## src/pss_pkg.sv

```systemverilog
// Shared types and constants for the positional sequence store.
`timescale 1ns / 1ps

package pss_pkg;

    // Storage size and field widths.
    localparam int CAPACITY = 64;
    localparam int IDX_W    = $clog2(CAPACITY);
    localparam int CNT_W    = $clog2(CAPACITY + 1);
    localparam int POS_W    = 7;
    localparam int CMD_W    = 2;
    localparam int DATA_W   = 32;
    localparam int ST_W     = 2;

    // Read-back tree: cells are gathered in groups of GRP_SIZE.
    localparam int GRP_SIZE = 8;
    localparam int GRP_NUM  = (CAPACITY + GRP_SIZE - 1) / GRP_SIZE;

    typedef enum logic [CMD_W-1:0] {
        CMD_READ   = 2'd0,
        CMD_INSERT = 2'd1,
        CMD_REMOVE = 2'd2
    } t_cmd;

    typedef enum logic [ST_W-1:0] {
        ST_OK    = 2'd0,
        ST_RANGE = 2'd1,
        ST_FULL  = 2'd2
    } t_status;

    typedef enum logic [1:0] {
        S_IDLE,
        S_EXEC,
        S_DONE
    } t_state;

    // Control broadcast to every cell of the chain.
    typedef struct packed {
        logic              ins;
        logic              rem;
        logic [POS_W-1:0]  pos;
        logic [DATA_W-1:0] value;
    } t_cell_ctl;

endpackage

```

## src/pss_cell.sv

```systemverilog
// One storage cell of the chain: holds one entry and shifts with its neighbors.
`timescale 1ns / 1ps

module pss_cell (
    input  logic                         i_clk,
    input  pss_pkg::t_cell_ctl           i_ctl,
    input  logic [pss_pkg::IDX_W-1:0]    i_index,
    input  logic [pss_pkg::DATA_W-1:0]   i_left,
    input  logic [pss_pkg::DATA_W-1:0]   i_right,
    output logic [pss_pkg::DATA_W-1:0]   o_entry,
    output logic [pss_pkg::DATA_W-1:0]   o_tap
);
    import pss_pkg::*;

    logic [DATA_W-1:0] r_entry;
    logic [DATA_W-1:0] n_entry;
    logic              w_hit;
    logic              w_above;

    assign w_hit   = ({1'b0, i_index} == {{(IDX_W + 1 - POS_W){1'b0}}, i_ctl.pos});
    assign w_above = ({1'b0, i_index} >  {{(IDX_W + 1 - POS_W){1'b0}}, i_ctl.pos});

    // Insert moves entries up from the left, remove pulls them down from the right.
    always_comb begin
        n_entry = r_entry;
        if (i_ctl.ins && w_above) begin
            n_entry = i_left;
        end else if (i_ctl.ins && w_hit) begin
            n_entry = i_ctl.value;
        end else if (i_ctl.rem && (w_above || w_hit)) begin
            n_entry = i_right;
        end
    end

    always_ff @(posedge i_clk) begin
        r_entry <= n_entry;
    end

    assign o_entry = r_entry;

    // Only the addressed cell puts its entry on the read-back tree.
    assign o_tap = w_hit ? r_entry : '0;

endmodule

```

## config.mk

```make
export PLATFORM = sky130hd
export DESIGN_NAME = pss_cell
export DESIGN_NICKNAME = d
export VERILOG_FILES = /design/src/pss_pkg.sv /design/src/pss_cell.sv
export SDC_FILE = /design/constraint.sdc
export NUM_CORES = 1
export LEC_CHECK = 0
export BUFFER_PORTS_ARGS = -buffer_cell sky130_fd_sc_hd__buf_2
export CORE_AREA = 2 2 84 86
export DETAILED_ROUTE_END_ITERATION = 16
export DIE_AREA = 0 0 86 88
export PLACE_DENSITY_LB_ADDON = 0.12
export REMOVE_ABC_BUFFERS = 1
export SYNTH_ARGS = -nofsm -noshare
export SYNTH_HDL_FRONTEND = slang
export SYNTH_SLANG_ARGS = --single-unit
```

## constraint.sdc

```tcl
create_clock -name i_clk -period 2.22 [get_ports i_clk]
set_input_delay 0.444 -clock i_clk [delete_from_list [all_inputs] [get_ports i_clk]]
set_output_delay 0.444 -clock i_clk [all_outputs]
set_load 0.01 [all_outputs]
```

== Word-level counts from Yosys, hierarchy flattened ==
Index checks and enable logic that the tools add are counted.
Operators by class
  $lt $le $gt $ge: 1
  eq/ne operators: 1
  multiplexer cells: 4
  reductions and logical operators: 5
Operators with widths (number)
  $mux W32: 4
  $eq A6 B7 Y1: 1
  $gt A6 B7 Y1: 1
  $logic_and A1 B1 Y1: 3
  $reduce_bool A3 Y1: 1
  $logic_or A1 B1 Y1: 1
Word-level totals
  flip-flop bits (word level): 32
  output and inout bits: 64
  logic and storage cells: 12

== Depth between registers and ports, before layout ==
Gate-level depths: netlist of run 1.
  word-level depth: 6
  depth in mapped cells: 7
  mapped depth without buffers: 6

== Least setup slack after synthesis of run 1 ==
Ideal clock, no wire load.
  path kind: input -> register
  from: input port i_ctl[37] (netlist bit)
  to: register r_entry[0] (netlist: o_entry[0]), enable pin
  library setup time: 0.391 ns
  data arrival time: 1.879 ns
  setup slack: -0.050 ns
  stages: 5
  buffers on the path: 0
  cell sequence: inv_1 ha_1 nand4b_1 a31oi_1 o22a_1
Between the ends
  longest elaborated chain between the ends: 4
  elaborated cells between the ends (all ways): 7
  classes of those cells: order compare: 1; eq/ne: 1; reduce/logical: 5
Ends and longest elaborated chain
  from (decl): RTL line pss_cell.sv:6  | input pss_pkg::t_cell_ctl i_ctl,
  $gt A6 B7 Y1 or $eq A6 B7 Y1 (tied branches): RTL line pss_cell.sv:21, pss_cell.sv:20
  $logic_or A1 B1 Y1: RTL line pss_cell.sv:30  | end else if (i_ctl.rem && (w_above || w_hit)) begin
  $logic_and A1 B1 Y1: RTL line pss_cell.sv:30
  $reduce_bool A3 Y1 (no source line) (*)
  to (signal assigned): RTL line pss_cell.sv:36  | r_entry <= n_entry;
  to (decl): RTL line pss_cell.sv:15  | logic [DATA_W-1:0] r_entry;
Every way passes the cells marked *; elsewhere a longest branch is shown, timed or not.
A chain may end at the register's enable or synchronous reset.

== Final worst setup path of run 1 ==
  from: input port i_ctl[36] (netlist bit)
  to: output port o_tap[23] (netlist bit)
Between the ends
  longest elaborated chain between the ends: 2
Ends and longest elaborated chain
  $eq A6 B7 Y1: RTL line pss_cell.sv:20  | assign w_hit = ({1'b0, i_index} == {{(IDX_W + 1 - POS_W){1'b0}}, i_ctl.pos});
  $mux W32: RTL line pss_cell.sv:42  | assign o_tap = w_hit ? r_entry : '0;
  to (decl): RTL line pss_cell.sv:11  | output logic [pss_pkg::DATA_W-1:0] o_tap
Every way passes these cells.

==> results.py, run 1 <==
metrics = {
    "critical_path": {
        "required_ns": 1.78,
        "worst_setup_path_end_kind": "output port",
        "cpMostUsedCell": "buf_2",
        "path_cells": "buf_2, inv_1, ha_1, and4b_2, buf_8, and3_1, buf_2",
        "cp_slowest_cell": "ha_1",
        "worst-path-buf-inv": 4,
        "cpPeakStageDelay_ns": 0.31,
        "cp-start-kind": "input port",
        "path_class": "input port to output port",
        "arrival_ns": 1.68,
        "cp_max_fo": 32,
        "cpLargestDelayFamily": "simple AND/OR/NAND/NOR gates",
    },
    "sta": {
        "period_minus_slack_ns": 2.13,
        "timing.fmax_mhz": 470,
        "worstMarginPinSlew_ns": 0.380,
        "maxSlewHeadroom": 0.747,
        "whs_ns": 0.459,
        "hold_viol": 0,
        "slew_violations": 0,
        "report.final.setup_viol": 0,
        "grt_setup_unrepaired": "false",
        "finalCritPeriodShare": 0.959,
    },
    "synthesis": {
        "synthSimpleGateAreaFrac": 0.109,
        "yosysMostFrequentCell": "mux2_4",
        "synthFlopType": "edfxtp_1",
        "synth.largest_area_cell": "edfxtp_1",
        "yosys_warnings": 0,
        "synth_xor_area_frac": 0,
        "synth-seq-cells": 32,
        "netlist_area_um2": 2400,
        "synthAdderAreaFrac": 0.0313,
        "synth.distinct_cells": 20,
        "yosysTopAreaCellShare": 0.400,
        "synth_common_cells": "60 x mux2_4, 33 x and3_1, 32 x edfxtp_1, 7 x inv_1",
        "synth-compound-area-share": 0.0214,
        "yosys-top-cells-area": "edfxtp_1 40%, mux2_4 38%, and3_1 8.6%",
        "synth_area_per_cell_um2": 14.4,
        "netlist_instances": 167,
        "synth_edf_count": 32,
        "synth_top_family_by_area": "multiplexers",
        "async_reset_ff_frac": 0,
        "synth_seq_area_share": 0.400,
        "synth_mux_area_frac": 0.394,
    },
    "detailed_routing": {
        "drt-total-wl_um": 6230,
        "drtIter0Drc": 32,
        "vias_per_cell": 4.66,
        "drcViolationCount": 0,
        "num_vias": 1999,
        "drtAntennaViolNets": 0,
        "first_pass_iters": 4,
        "wl_per_cell_um": 14.5,
    },
    "place": {
        "placed_cells": 421,
        "gp_congestion": 0.733,
        "port_buffers": 175,
        "place_hpwl_um": 4820,
    },
    "hold_path": {
        "whs_endpoint": "o_entry[13]",
        "worstHoldPathCells": 2,
        "hold_class": "input port to register",
        "hold_start": "i_left[13]",
    },
    "global_routing": {
        "groute.usage.overall": 0.152,
        "grt_pass1_wl_um": 8730,
        "gr-usage-met1": 0.162,
        "top_usage_layer": "met2",
        "globalRouteMet3Util": 0.0368,
        "grt_use_met2": 0.292,
        "grt_start_max_net_pins": 33,
        "antenna_found_initial": 0,
        "grt_pass1_vias": 1865,
        "gr-total-overflow": 0,
    },
    "die": {
        "initial_utilization": 0.361,
        "dieWidth_um": 86,
        "die-area_um2": 7570,
        "die_y_um": 88,
        "coreArea_um2": 6640,
        "io-pin-count": 176,
        "placementRows": 30,
    },
    "cells_and_area": {
        "final_layout_size_suffix_gt1_frac": 0.748,
        "area_growth_pct": 48.0,
        "diodes": 0,
        "fill_cells": 623,
        "largest_reg_flops": 32,
        "layout.nets": 466,
        "final_cells": 429,
    },
    "cts": {
        "cts_tree": "built",
        "cts_num_sinks": 32,
        "cts_max_level": 2,
        "clk_pin_slew_ns": 0.07,
        "root_buffer": "clkbuf_8",
        "clock_path_buffers": 2,
        "cts_buffers": 5,
    },
    "power": {
        "p_per_area_nw_per_um2": 466,
        "vdd_drop_max_mv": 0.208,
        "p_leak_nw": 2.06,
    },
    "run": {
        "maxCapViolations": 0,
    },
    "status": {
        "status": "finished, final reports clean",
    },
}
through the flow:
stage | area (um^2) | power [mW] | TNS, ns | setup WS [ns] | utilization
floorplan | 2320 | 1.02 | -28.27 | -0.914 | -
CTS | 3540 | 1.68 | 0 | 0.0587 | 0.534
detailed placement | 3450 | 1.25 | -1.51 | -0.0731 | 0.520
global placement | 3450 | 1.24 | -1.20 | -0.0608 | 0.520
global route | 3550 | 1.74 | 0 | 0.0231 | 0.535
finish | 3550 | 1.66 | 0 | 0.0917 | 0.535
layout make-up:
type                    count  area, um^2  share of cell area
multi-input cells         116        1350               0.379
clock inverters             3        13.8             0.00387
inverters                   7        26.3             0.00739
well taps                  80         100              0.0282
clock buffers               5        68.8              0.0194
flip-flops and latches     32         961               0.270
repair buffers            186        1040               0.292
kinds of logic (layout without fill, tap and decap cells):
group,after synthesis,count (layout)
AOI/OAI and AO/OA,7,7
DFF,32,32
adders and majority gates,6,6
muxes,64,64
buffers and inverters,19,201
and+or+nand+nor,39,39
layout by cell type, fill, tap and decap left out:
cell type	instances
buf_2	175
mux2_4	60
o22ai_1	1
nand3b_1	1
nand4b_1	1
nand3_1	1
and3_1	32
clkinv_1	1
buf_12	5
clkinv_2	2
and4b_2	1
edfxtp_1	32
o22a_1	1
o221ai_4	1
buf_4	4
clkbuf_8	5
a31oi_1	1
a21oi_1	3
buf_8	2
nand2b_1	1
mux2_2	4
inv_1	7
nand3_4	1
ha_1	6
and3_2	1
power breakdown:
group	switching, mW	internal (mW)	total, mW	leakage [nW]
logic	0.189	0.270	0.459	1.72
clock network	0.209	0.212	0.422	0.0453
registers	0.0286	0.746	0.775	0.296
total	0.427	1.23	1.66	2.06
layer usage:
metal	part of all wire	wire length, um	vias to the layer above
li1	-	-	1005
met1	0.38	2380	902
met2	0.54	3330	88
met3	0.071	445	4
met4	0.010	63	0
met5	0	0	-
how the worst max path moves through the flow:
stage / start / end / slack, ns / depth (start not counted)
after floorplan: i_ctl[34] / o_entry[0] / -0.91 / 6
after global placement: i_ctl[36] / o_entry[31] / -0.06 / 8
after detailed placement: i_ctl[34] / o_entry[0] / -0.07 / 8
after CTS: i_ctl[36] / o_tap[23] / 0.06 / 7
after global routing: i_ctl[37] / o_tap[23] / 0.02 / 7
final: i_ctl[36] / o_tap[23] / 0.09 / 7
what timing repair did:
action / in CTS / in global routing
hold buffers: 0 / 0
endpoints found under the setup margin: 4 / 21
buffers inserted: 0 / 0
gates resized for setup: 2 / 3
Power figures use the tool's default switching activity.
==> inputs of run 2 (changes only) <==
--- a/config.mk
+++ b/config.mk
@@ -7,6 +7,7 @@
 export LEC_CHECK = 0
 export BUFFER_PORTS_ARGS = -buffer_cell sky130_fd_sc_hd__buf_2
 export CORE_AREA = 2 2 84 86
+export CTS_BUF_LIST = sky130_fd_sc_hd__clkbuf_16
 export DETAILED_ROUTE_END_ITERATION = 16
 export DIE_AREA = 0 0 86 88
 export PLACE_DENSITY_LB_ADDON = 0.12
==> results.py, run 2 (same netlist as run 1, synthesis figures left out) <==
metrics = {
    "global_routing": {
        "top_usage_layer": "met2",
        "grt_use_met2": 0.292,
        "groute.usage.overall": 0.153,
        "grt_pass1_wl_um": 8720,
        "gr-usage-met1": 0.163,
        "globalRouteMet3Util": 0.0434,
        "grt_pass1_vias": 1861,
        "grt_start_max_net_pins": 33,
        "gr-total-overflow": 0,
        "antenna_found_initial": 0,
    },
    "cells_and_area": {
        "layout.nets": 466,
        "diodes": 0,
        "layout_commonest_cell": "buf_2",
        "final_cells": 429,
        "fin_area_um2": 3610,
        "final_core_util": 0.543,
        "largest_reg_flops": 32,
        "final_layout_size_suffix_gt1_frac": 0.748,
        "final_cell_mix": "175 x buf_2, 60 x mux2_4, 32 x and3_1, 32 x edfxtp_1, 7 x inv_1",
        "area_growth_pct": 50.3,
    },
    "place": {
        "port_buffers": 175,
        "gp_congestion": 0.733,
        "placed_cells": 421,
        "postPlaceCellArea_um2": 3450,
        "place_hpwl_um": 4820,
    },
    "cts": {
        "post_cts_buffers": 0,
        "cts_num_sinks": 32,
        "cts_buffers": 5,
        "clock_path_buffers": 2,
        "cts_tree": "built",
        "root_buffer": "clkbuf_16",
        "cts-hold-fix-buffers": 0,
        "cts_max_level": 2,
        "clk_pin_slew_ns": 0.05,
    },
    "critical_path": {
        "worst_setup_path_end_kind": "output port",
        "path_class": "input port to output port",
        "cp_max_fo": 32,
        "required_ns": 1.78,
        "arrival_ns": 1.69,
        "cp-start-kind": "input port",
    },
    "die": {
        "initial_utilization": 0.361,
        "io-pin-count": 176,
        "placementRows": 30,
        "die_y_um": 88,
        "die-area_um2": 7570,
        "dieWidth_um": 86,
        "coreArea_um2": 6640,
    },
    "power": {
        "vdd_drop_max_mv": 0.252,
        "p_per_area_nw_per_um2": 519,
        "p_leak_nw": 2.08,
    },
    "detailed_routing": {
        "drt-total-wl_um": 6230,
        "num_vias": 2016,
        "drcViolationCount": 0,
        "vias_per_cell": 4.70,
        "drtAntennaViolNets": 0,
        "first_pass_iters": 4,
        "drtIter0Drc": 51,
        "wl_per_cell_um": 14.5,
    },
    "sta": {
        "timing.fmax_mhz": 469,
        "slew_violations": 0,
        "hold_viol": 0,
        "grt_setup_unrepaired": "false",
        "fin_tns_setup_ns": 0,
        "maxSlewHeadroom": 0.748,
        "period_minus_slack_ns": 2.13,
        "report.final.setup_viol": 0,
        "worstMarginPinSlew_ns": 0.378,
        "finalCritPeriodShare": 0.960,
    },
    "hold_path": {
        "hold_class": "input port to register",
    },
    "run": {
        "maxCapViolations": 0,
    },
    "status": {
        "status": "finished, final reports clean",
    },
}
run 2: final timing paths:
path / endpoint / cells after the start / start
max: o_tap[23] / 7 / i_ctl[36]
min: o_entry[23] / 2 / i_left[23]
run 2: area by class of cell:
type,instances,area [um^2]
Tap cell,80,100
Clock inverter,3,13.8
Timing Repair Buffer,186,1040
Sequential cell,32,961
Inverter,7,26.3
Clock buffer,5,125
Fill cell,615,3030
Multi-Input combinational cell,116,1350
run 2: power by group:
| part | internal [mW] | total (mW) | switching (mW) |
|---|---|---|---|
| clock | 0.406 | 0.638 | 0.232 |
| combinational | 0.270 | 0.460 | 0.190 |
| sequential | 0.747 | 0.776 | 0.0287 |
| total | 1.42 | 1.87 | 0.451 |
run 2: worst max-delay path, cell delays in order:
cell and delay, ns:
buf_2 0.08, inv_1 0.04, ha_1 0.31, and4b_2 0.29, buf_8 0.21, and3_1 0.19
buf_2 0.13
run 2: per-stage QoR:
step	hold WS, ns	worst slack [ns]	total power [mW]
finish	0.469	0.0888	1.87
detailed placement	0.747	-0.0731	1.25
global placement	0.745	-0.0608	1.24
global route	0.462	0.0231	1.96
CTS	0.465	0.0587	1.90
floorplan	0.662	-0.914	1.02
run 2: routing by layer:
layer | up-vias | routed length (um)
met5 | - | 0
met4 | 0 | 63
met3 | 4 | 459
met2 | 88 | 3350
met1 | 915 | 2360
li1 | 1009 | -
run 2: timing repair:
item                       CTS  global route
setup endpoints to repair    4            21
gates cloned                 0             0
gates resized for setup      2             3
